### config.mk
export PLATFORM = sky130hd
export DESIGN_NAME = afc_ctrl
export DESIGN_NICKNAME = d
export VERILOG_FILES = /design/src/sv/afc_pkg.sv /design/src/sv/afc_ctrl.sv
export SDC_FILE = /design/constraint.sdc
export NUM_CORES = 1
export LEC_CHECK = 0
export BUFFER_PORTS_ARGS = -buffer_cell sky130_fd_sc_hd__buf_2
export CAP_MARGIN = 20
export CELL_PAD_IN_SITES_DETAIL_PLACEMENT = 0
export CELL_PAD_IN_SITES_GLOBAL_PLACEMENT = 2
export CORE_UTILIZATION = 23
export DETAILED_ROUTE_END_ITERATION = 16
export PLACE_DENSITY_LB_ADDON = 0.1
export SKIP_LAST_GASP = 1
export SLEW_MARGIN = 20
export SYNTH_ARGS = -nofsm -noshare
export SYNTH_HDL_FRONTEND = slang
export SYNTH_SLANG_ARGS = --single-unit
### constraint.sdc
create_clock -name clk -period 3.5 [get_ports clk]
set_clock_uncertainty 0.2 [all_clocks]
set_input_delay 0.525 -clock clk [delete_from_list [all_inputs] [get_ports clk]]
set_output_delay 0.525 -clock clk [all_outputs]
set_load 0.01 [all_outputs]
### src/sv/afc_pkg.sv
package afc_pkg;

    localparam int MAX_EDGE_DEF        = 256;
    localparam int PALETTE_ENTRIES_DEF = 256;

    localparam logic [8:0] NO_TRANSPARENT = 9'd256;
    localparam logic [7:0] ALPHA_FULL     = 8'd255;

    localparam logic [1:0] DISP_BACKGROUND = 2'd2;
    localparam logic [1:0] DISP_PREVIOUS   = 2'd3;

    localparam logic [1:0] CFG_CANVAS_WIDTH  = 2'd0;
    localparam logic [1:0] CFG_CANVAS_HEIGHT = 2'd1;
    localparam logic [1:0] CFG_PALETTE_COUNT = 2'd2;

    localparam logic [8:0] CFG_WIDTH_RESET   = 9'd256;
    localparam logic [8:0] CFG_HEIGHT_RESET  = 9'd256;
    localparam logic [8:0] CFG_PALETTE_RESET = 9'd256;

    typedef enum logic [2:0] {
        CMD_LOAD  = 3'd0,
        CMD_BEGIN = 3'd1,
        CMD_PIXEL = 3'd2,
        CMD_END   = 3'd3,
        CMD_READ  = 3'd4,
        CMD_CLEAR = 3'd5
    } cmd_e;

    typedef enum logic [3:0] {
        ST_INIT,
        ST_IDLE,
        ST_PIX,
        ST_READ,
        ST_CLEAR,
        ST_SAVE,
        ST_RESTORE,
        ST_TAIL,
        ST_WALK
    } state_e;

    typedef struct packed {
        logic [2:0]  command;
        logic [7:0]  color_index;
        logic [7:0]  red;
        logic [7:0]  green;
        logic [7:0]  blue;
        logic [15:0] x_pos;
        logic [15:0] y_pos;
        logic [15:0] frame_width;
        logic [15:0] frame_height;
        logic [8:0]  transparent_index;
        logic [1:0]  disposal;
    } in_item_t;

    typedef struct packed {
        logic [7:0] out_red;
        logic [7:0] out_green;
        logic [7:0] out_blue;
        logic [7:0] out_alpha;
    } out_item_t;

    typedef struct packed {
        logic take;
        logic pix_wr;
        logic rd_done;
        logic clr_step;
        logic copy_step;
        logic copy_restore;
        logic walk_step;
    } ctl_cmd_t;

    typedef struct packed {
        logic [2:0] command;
        logic [1:0] disp_in;
        logic [1:0] disp_frame;
        logic       walk_empty;
        logic       walk_last;
        logic       cnt_last;
        logic       out_free;
    } dp_sts_t;

endpackage

### src/sv/afc_ctrl.sv
module afc_ctrl (
    input  logic               clk,
    input  logic               rst_n,
    input  logic               in_valid,
    output logic               in_ready,
    input  afc_pkg::dp_sts_t   sts,
    output afc_pkg::ctl_cmd_t  cmd
);
    import afc_pkg::*;

    state_e state_reg;
    state_e state_next;
    logic   take;

    assign take = (state_reg == ST_IDLE) && in_valid;

    always_ff @(posedge clk or negedge rst_n)
    begin
        if (!rst_n)
        begin
            state_reg <= ST_INIT;
        end
        else
        begin
            state_reg <= state_next;
        end
    end

    always_comb
    begin
        state_next = state_reg;
        unique case (state_reg)
            ST_INIT, ST_CLEAR:
            begin
                if (sts.cnt_last)
                begin
                    state_next = ST_IDLE;
                end
            end
            ST_IDLE:
            begin
                if (take)
                begin
                    case (sts.command)
                        CMD_BEGIN:
                        begin
                            if (sts.disp_in == DISP_PREVIOUS)
                            begin
                                state_next = ST_SAVE;
                            end
                        end
                        CMD_PIXEL: state_next = ST_PIX;
                        CMD_END:
                        begin
                            if (sts.disp_frame == DISP_PREVIOUS)
                            begin
                                state_next = ST_RESTORE;
                            end
                            else if (sts.disp_frame == DISP_BACKGROUND && !sts.walk_empty)
                            begin
                                state_next = ST_WALK;
                            end
                        end
                        CMD_READ:  state_next = ST_READ;
                        CMD_CLEAR: state_next = ST_CLEAR;
                        default:   state_next = ST_IDLE;
                    endcase
                end
            end
            ST_PIX: state_next = ST_IDLE;
            ST_READ:
            begin
                if (sts.out_free)
                begin
                    state_next = ST_IDLE;
                end
            end
            ST_SAVE, ST_RESTORE:
            begin
                if (sts.cnt_last)
                begin
                    state_next = ST_TAIL;
                end
            end
            ST_TAIL: state_next = ST_IDLE;
            ST_WALK:
            begin
                if (sts.walk_last)
                begin
                    state_next = ST_IDLE;
                end
            end
            default: state_next = ST_IDLE;
        endcase
    end

    always_comb
    begin
        in_ready         = (state_reg == ST_IDLE);
        cmd              = '0;
        cmd.take         = take;
        cmd.pix_wr       = (state_reg == ST_PIX);
        cmd.rd_done      = (state_reg == ST_READ) && sts.out_free;
        cmd.clr_step     = (state_reg == ST_INIT) || (state_reg == ST_CLEAR);
        cmd.copy_step    = (state_reg == ST_SAVE) || (state_reg == ST_RESTORE);
        cmd.copy_restore = (state_reg == ST_RESTORE);
        cmd.walk_step    = (state_reg == ST_WALK);
    end

endmodule

==> results of run 1 <==
## per-stage QoR
stage / instances / utilization [%] / instance area [sq um]
after global routing: 87 / 34.1 / 538
after global placement: 83 / 32.1 / 505
after CTS: 87 / 34.1 / 538
after floorplan: 49 / - / 404
after detailed placement: 83 / 32.1 / 505
final: 87 / 34.1 / 538
## metal layers
metal | wire length (um) | track usage, % | up-vias | share of wire, %
met5 | 0 | 0 | - | 0
met4 | 0 | 1.82 | 0 | 0
met3 | 73 | 5.42 | 0 | 7.0
met2 | 464 | 17.0 | 16 | 44
met1 | 506 | 14.6 | 190 | 48
li1 | - | - | 223 | -
## power breakdown
| part | total [mW] | internal, mW | switching [mW] |
|---|---|---|---|
| logic | 0.205 | 0.0978 | 0.107 |
| registers | 0.0937 | 0.0630 | 0.0306 |
| clock network | 0.0584 | 0.0384 | 0.0199 |
| total | 0.357 | 0.199 | 0.157 |
## placed cells by master (no fill, tap or decap), types with 3 or more instances in the layout
cell type	Yosys	routed
clkbuf_4	0	3
nor3_1	3	3
nand2b_1	3	3
dfrtp_1	4	4
nand2_1	5	5
nor2_1	4	4
buf_2	1	21
a21oi_1	3	3
## critical path: cells and delay by family (launching register included)
family	cells	cell delay [ns]
buffers and inverters	1	0.12
DFF	1	0.46
and+or+nand+nor	3	0.62
## layout make-up
class	instances	area share, %
clock buffers	3	4.19
multi-input cells	39	50.0
well taps	16	3.72
inverters	3	2.09
repair buffers	22	21.4
flip-flops and latches	4	18.6
## cells by family (layout without fill, tap and decap cells)
| kind of cell | count (synthesis) | count (layout) | synth area share, % |
|---|---|---|---|
| flops | 4 | 4 | 24.8 |
| fa+ha+maj | 1 | 1 | 2.48 |
| buf+inv | 6 | 28 | 8.67 |
| mux | 3 | 3 | 8.67 |
| compound gates | 12 | 12 | 22.9 |
| simple gates | 23 | 23 | 32.5 |
## worst paths after layout
kind                               from           end  slack [ns]  cells after the start
max                        state_reg[2]        cmd[6]        1.34                      4
max in group asynchronous         rst_n  state_reg[2]        2.55                      2
min in group clk                 sts[2]  state_reg[3]        0.45                      3
min reg2reg                state_reg[2]  state_reg[2]        0.47                      2
min                               rst_n  state_reg[3]        0.42                      2
max reg2reg                state_reg[0]  state_reg[0]        1.53                      5
==> flow_summary.json, run 1 <==
{
  "maxCapViolations": 0,
  "fillers": 172,
  "cp-end-kind": "output port",
  "grt_pass1_vias": 363,
  "clkTransAtPathRegs_ns": 0.04,
  "cp_max_fo": 7,
  "drc_errors": 1,
  "netlist_area_sq_um": 404,
  "cts.sinks": 4,
  "ioPinCount": 22,
  "rows": 14,
  "criticalPathCategory": "reg2out",
  "finalSetupViolCount": 0,
  "totalPowerFinal_mw": 0.357,
  "cts_tree": "done",
  "power.density_nw_per_um2": 663,
  "syn_area_per_cell_sq_um": 8.25,
  "area_delta_synth_final_pct": 33.1,
  "drt_wl_total_mm": 1.04,
  "cts_buffer_depth": 2,
  "synthesis.nets": 63,
  "start_util_pct": 25.6,
  "slew_violations": 0,
  "holdBufCountCts": 1,
  "grt_max_degree": 10,
  "timing.fmax_ghz": 0.462,
  "port-buffer-count": 21,
  "post-synth-top-area-fraction_pct": 24.8,
  "clock_latency_ns": 0.24,
  "period_minus_slack_ns": 2.16,
  "largest_reg_flops": 4,
  "rsz0062_at_grt": "false",
  "fin_ws_ns": 1.34,
  "period_share_pct": 61.8,
  "wl_per_cell_um": 12.0,
  "netlist_instances": 49,
  "synth_area_leader_cell": "dfrtp_1",
  "hold_viol": 0,
  "grt_first_pass_wirelength_mm": 1.57,
  "ir_drop_uv": 377,
  "critPathSlowestCell": "dfrtp_1",
  "setup_tns_ns": 0,
  "gr-total-overflow": 0,
  "status": "complete, but fails checks",
  "holdWs_ns": 0.421,
  "antenna_found_initial": 0,
  "die-height_um": 43.9,
  "multi_input_area_sq_um": 269,
  "violations": "design-rule violations",
  "synth_ff_type": "dfrtp_1",
  "p_leak_nw": 0.275,
  "root_buffer": "clkbuf_4",
  "crit_chain": "nor2_1 > and3_1 > and2_1 > buf_2",
  "die-area_sq_um": 1930,
  "ys_ff_latch": 4,
  "cts_resized": 0,
  "async_flop_share_pct": 100,
  "post-dp-hpwl_um": 856,
  "nets": 87,
  "netlist_top_cells_area": "dfrtp_1 (25%), mux2i_1 (5.0%), nand2_1 (4.6%)",
  "drive_gt1_share_pct": 39.4,
  "htreeDepth": 1,
  "start_kind": "register",
  "slew_headroom_pct": 79.2,
  "synth_edf_count": 0,
  "dr.pass1.iters": 12,
  "yosysUniqueCellTypes": 30,
  "drt-initial-drc-count": 7,
  "cp.required_ns": 2.77,
  "ff_latch_area_sq_um": 100,
  "cts_buffers": 3,
  "die_w_um": 43.9,
  "worst_slew_pin_slew_ns": 0.311,
  "globalRouteTotalUtil_pct": 11.2,
  "vias_per_cell": 4.93,
  "coreArea_sq_um": 1580,
  "synth.most_common_cell": "nand2_1",
  "cpPeakStageDelay_ns": 0.46,
  "synth.top_cells.by_count": "nand2_1 (5), dfrtp_1 (4), nor2_1 (4)",
  "ant_nets": 0,
  "dpl_worst_slack_ns": 1.53,
  "vias": 429,
  "cts_setup_buffers": 0,
  "arrival_ns": 1.44,
  "synth_seq_area_share_pct": 24.8,
  "place.gp.congestion": 0.697,
  "hold_class": "in2async",
  "ys.warnings.count": 0,
  "antenna_cells": 0
}
No activity file was read; power rests on OpenSTA's default activity.
==> run 2: changes to the inputs <==
CORE_UTILIZATION = 22   (was 23)
clock period = 2.19 ns   (was 3.5 ns; I/O delays follow)
==> run 2 against run 1 <==
The run now ends clean; sequential share of layout area fell by 0.63 points; clock power grew 61%; global-route usage increased by 1.3 points; non-clock buffer count rose by 1; first-iteration DRC count down 29%; die area rose by 4.3%; worst hold slack got worse by 0.20 ns; register-to-register slack got worse by 1.3 ns; via count grew 0.47%; final cell count up 11%.
==> flow_summary.json, run 2 (synthesis gave the netlist of run 1 again) <==
{
  "period_minus_slack_ns": 2.00,
  "slew_violations": 0,
  "finalSetupViolCount": 0,
  "layout_commonest_cell": "buf_2",
  "ff_latch_area_sq_um": 100,
  "nets": 88,
  "pwr-share-comb_pct": 59.5,
  "critPathSlowestCell": "dfrtp_1",
  "coreArea_sq_um": 1730,
  "multi_input_area_sq_um": 269,
  "port-buffer-count": 21,
  "swShare_pct": 43.7,
  "start_kind": "register",
  "ioPinCount": 22,
  "worst_slew_pin_slew_ns": 0.316,
  "ir_drop_uv": 278,
  "netSwitchingPower_mw": 0.255,
  "dr_wl_met2_um": 503,
  "largest_reg_flops": 4,
  "die-height_um": 44.9,
  "post-dp-hpwl_um": 852,
  "routedLengthMet1_um": 439,
  "cpPeakStageDelay_ns": 0.46,
  "slew_headroom_pct": 78.9,
  "cts_setup_buffers": 0,
  "vias": 431,
  "dr.pass1.iters": 4,
  "cts_buffers": 3,
  "drive_gt1_share_pct": 40.3,
  "grt_first_pass_wirelength_mm": 1.73,
  "setup_tns_ns": 0,
  "clock_latency_ns": 0.24,
  "timing.fmax_ghz": 0.500,
  "start_util_pct": 23.4,
  "final_util_pct": 32.2,
  "p_clk_share_pct": 16.1,
  "p_leak_nw": 0.280,
  "die_w_um": 44.9,
  "grt_max_degree": 10,
  "cts.sinks": 4,
  "cp_top_family": "compound AO/OA/AOI/OAI gates",
  "cp-end-kind": "register",
  "hold_class": "in2async",
  "rows": 15,
  "status": "finished, final reports clean",
  "dpl_worst_slack_ns": 0.186,
  "fillers": 213,
  "drc_errors": 0,
  "vias_per_cell": 4.44,
  "antenna_cells": 0,
  "crit_buf_inv": 0,
  "grt_pass1_vias": 412,
  "dr_wl_met3_um": 70,
  "die-area_sq_um": 2010,
  "gr-total-overflow": 0,
  "cp_max_fo": 9,
  "criticalPathCategory": "reg2reg",
  "ant_nets": 0,
  "hold_viol": 0,
  "top_layer": "met4",
  "drt_wl_total_mm": 1.02,
  "sequentialPowerShare_pct": 24.4,
  "fin_area_sq_um": 557,
  "drt-initial-drc-count": 5,
  "area_delta_synth_final_pct": 37.8,
  "arrival_ns": 1.92,
  "period_share_pct": 91.2,
  "cp.required_ns": 2.11,
  "layout_common_cells": "buf_2 (21), nand2_1 (5), nor2_1 (4), dfrtp_1 (4)",
  "place.gp.congestion": 0.724,
  "rsz0062_at_grt": "false",
  "wl_per_cell_um": 10.6,
  "clkTransAtPathRegs_ns": 0.04,
  "crit_chain": "or3b_1 > o32a_1 > o32ai_2 > a31oi_2 > mux2_4",
  "fin_ws_ns": 0.192,
  "root_buffer": "clkbuf_4",
  "maxCapViolations": 0,
  "antenna_found_initial": 0,
  "placed_cell_area_sq_um": 524,
  "htreeDepth": 1,
  "internal-power_mw": 0.328,
  "globalRouteTotalUtil_pct": 12.5,
  "cts_buffer_depth": 2,
  "power.density_nw_per_um2": 1050,
  "cts_tree": "done"
}
==> run 2: cell types whose count changed in the layout (fill, tap and decap cells not counted), sizes merged <==
cell	before	now
buf	21	22
==> run 2: final timing paths <==
path                                    from            to  slack (ns)  depth (start not counted)
worst max-delay path            state_reg[0]  state_reg[0]        0.19                          5
min in group clk                      sts[2]  state_reg[3]        0.23                          3
worst min register to register  state_reg[2]  state_reg[2]        0.37                          2
worst max register to register  state_reg[0]  state_reg[0]        0.19                          5
max in group asynchronous              rst_n  state_reg[1]        1.43                          2
worst min-delay path                   rst_n  state_reg[0]        0.22                          2
==> run 2: layout make-up <==
class | instances | area share, %
clock buffer | 3 | 4.04
inverter | 3 | 2.02
multi-input combinational | 39 | 48.3
sequential | 4 | 18.0
tap | 25 | 5.62
timing repair buffer | 23 | 22.0
==> run 2: routing by layer <==
layer / track usage (%) / vias up
met3: 2.40 / 2
met5: 0 / -
li1: - / 225
met4: 12.7 / 0
met1: 13.7 / 184
met2: 19.7 / 20
==> run 2: repair_timing <==
action,4_1_cts,5_1_grt
gates resized for setup,0,0
hold buffers,1,0
endpoints found under the hold margin,4,0
==> run 2: metrics by stage <==
stage	hold slack [ns]	instances	total power, mW
4_1_cts	0.210	97	0.598
3_5_place_dp	-0.0614	93	0.498
3_3_place_gp	-0.0597	93	0.500
2_1_floorplan	-0.167	49	0.412
5_1_grt	0.244	97	0.647
6_report	0.222	97	0.583
==> run 2: power groups by stage <==
stage	Combinational, mW	Sequential, mW	Clock, mW
4_1_cts	0.356	0.143	0.0992
3_5_place_dp	0.354	0.144	0
3_3_place_gp	0.357	0.143	0
2_1_floorplan	0.282	0.129	0
5_1_grt	0.392	0.149	0.106
6_report	0.346	0.142	0.0939
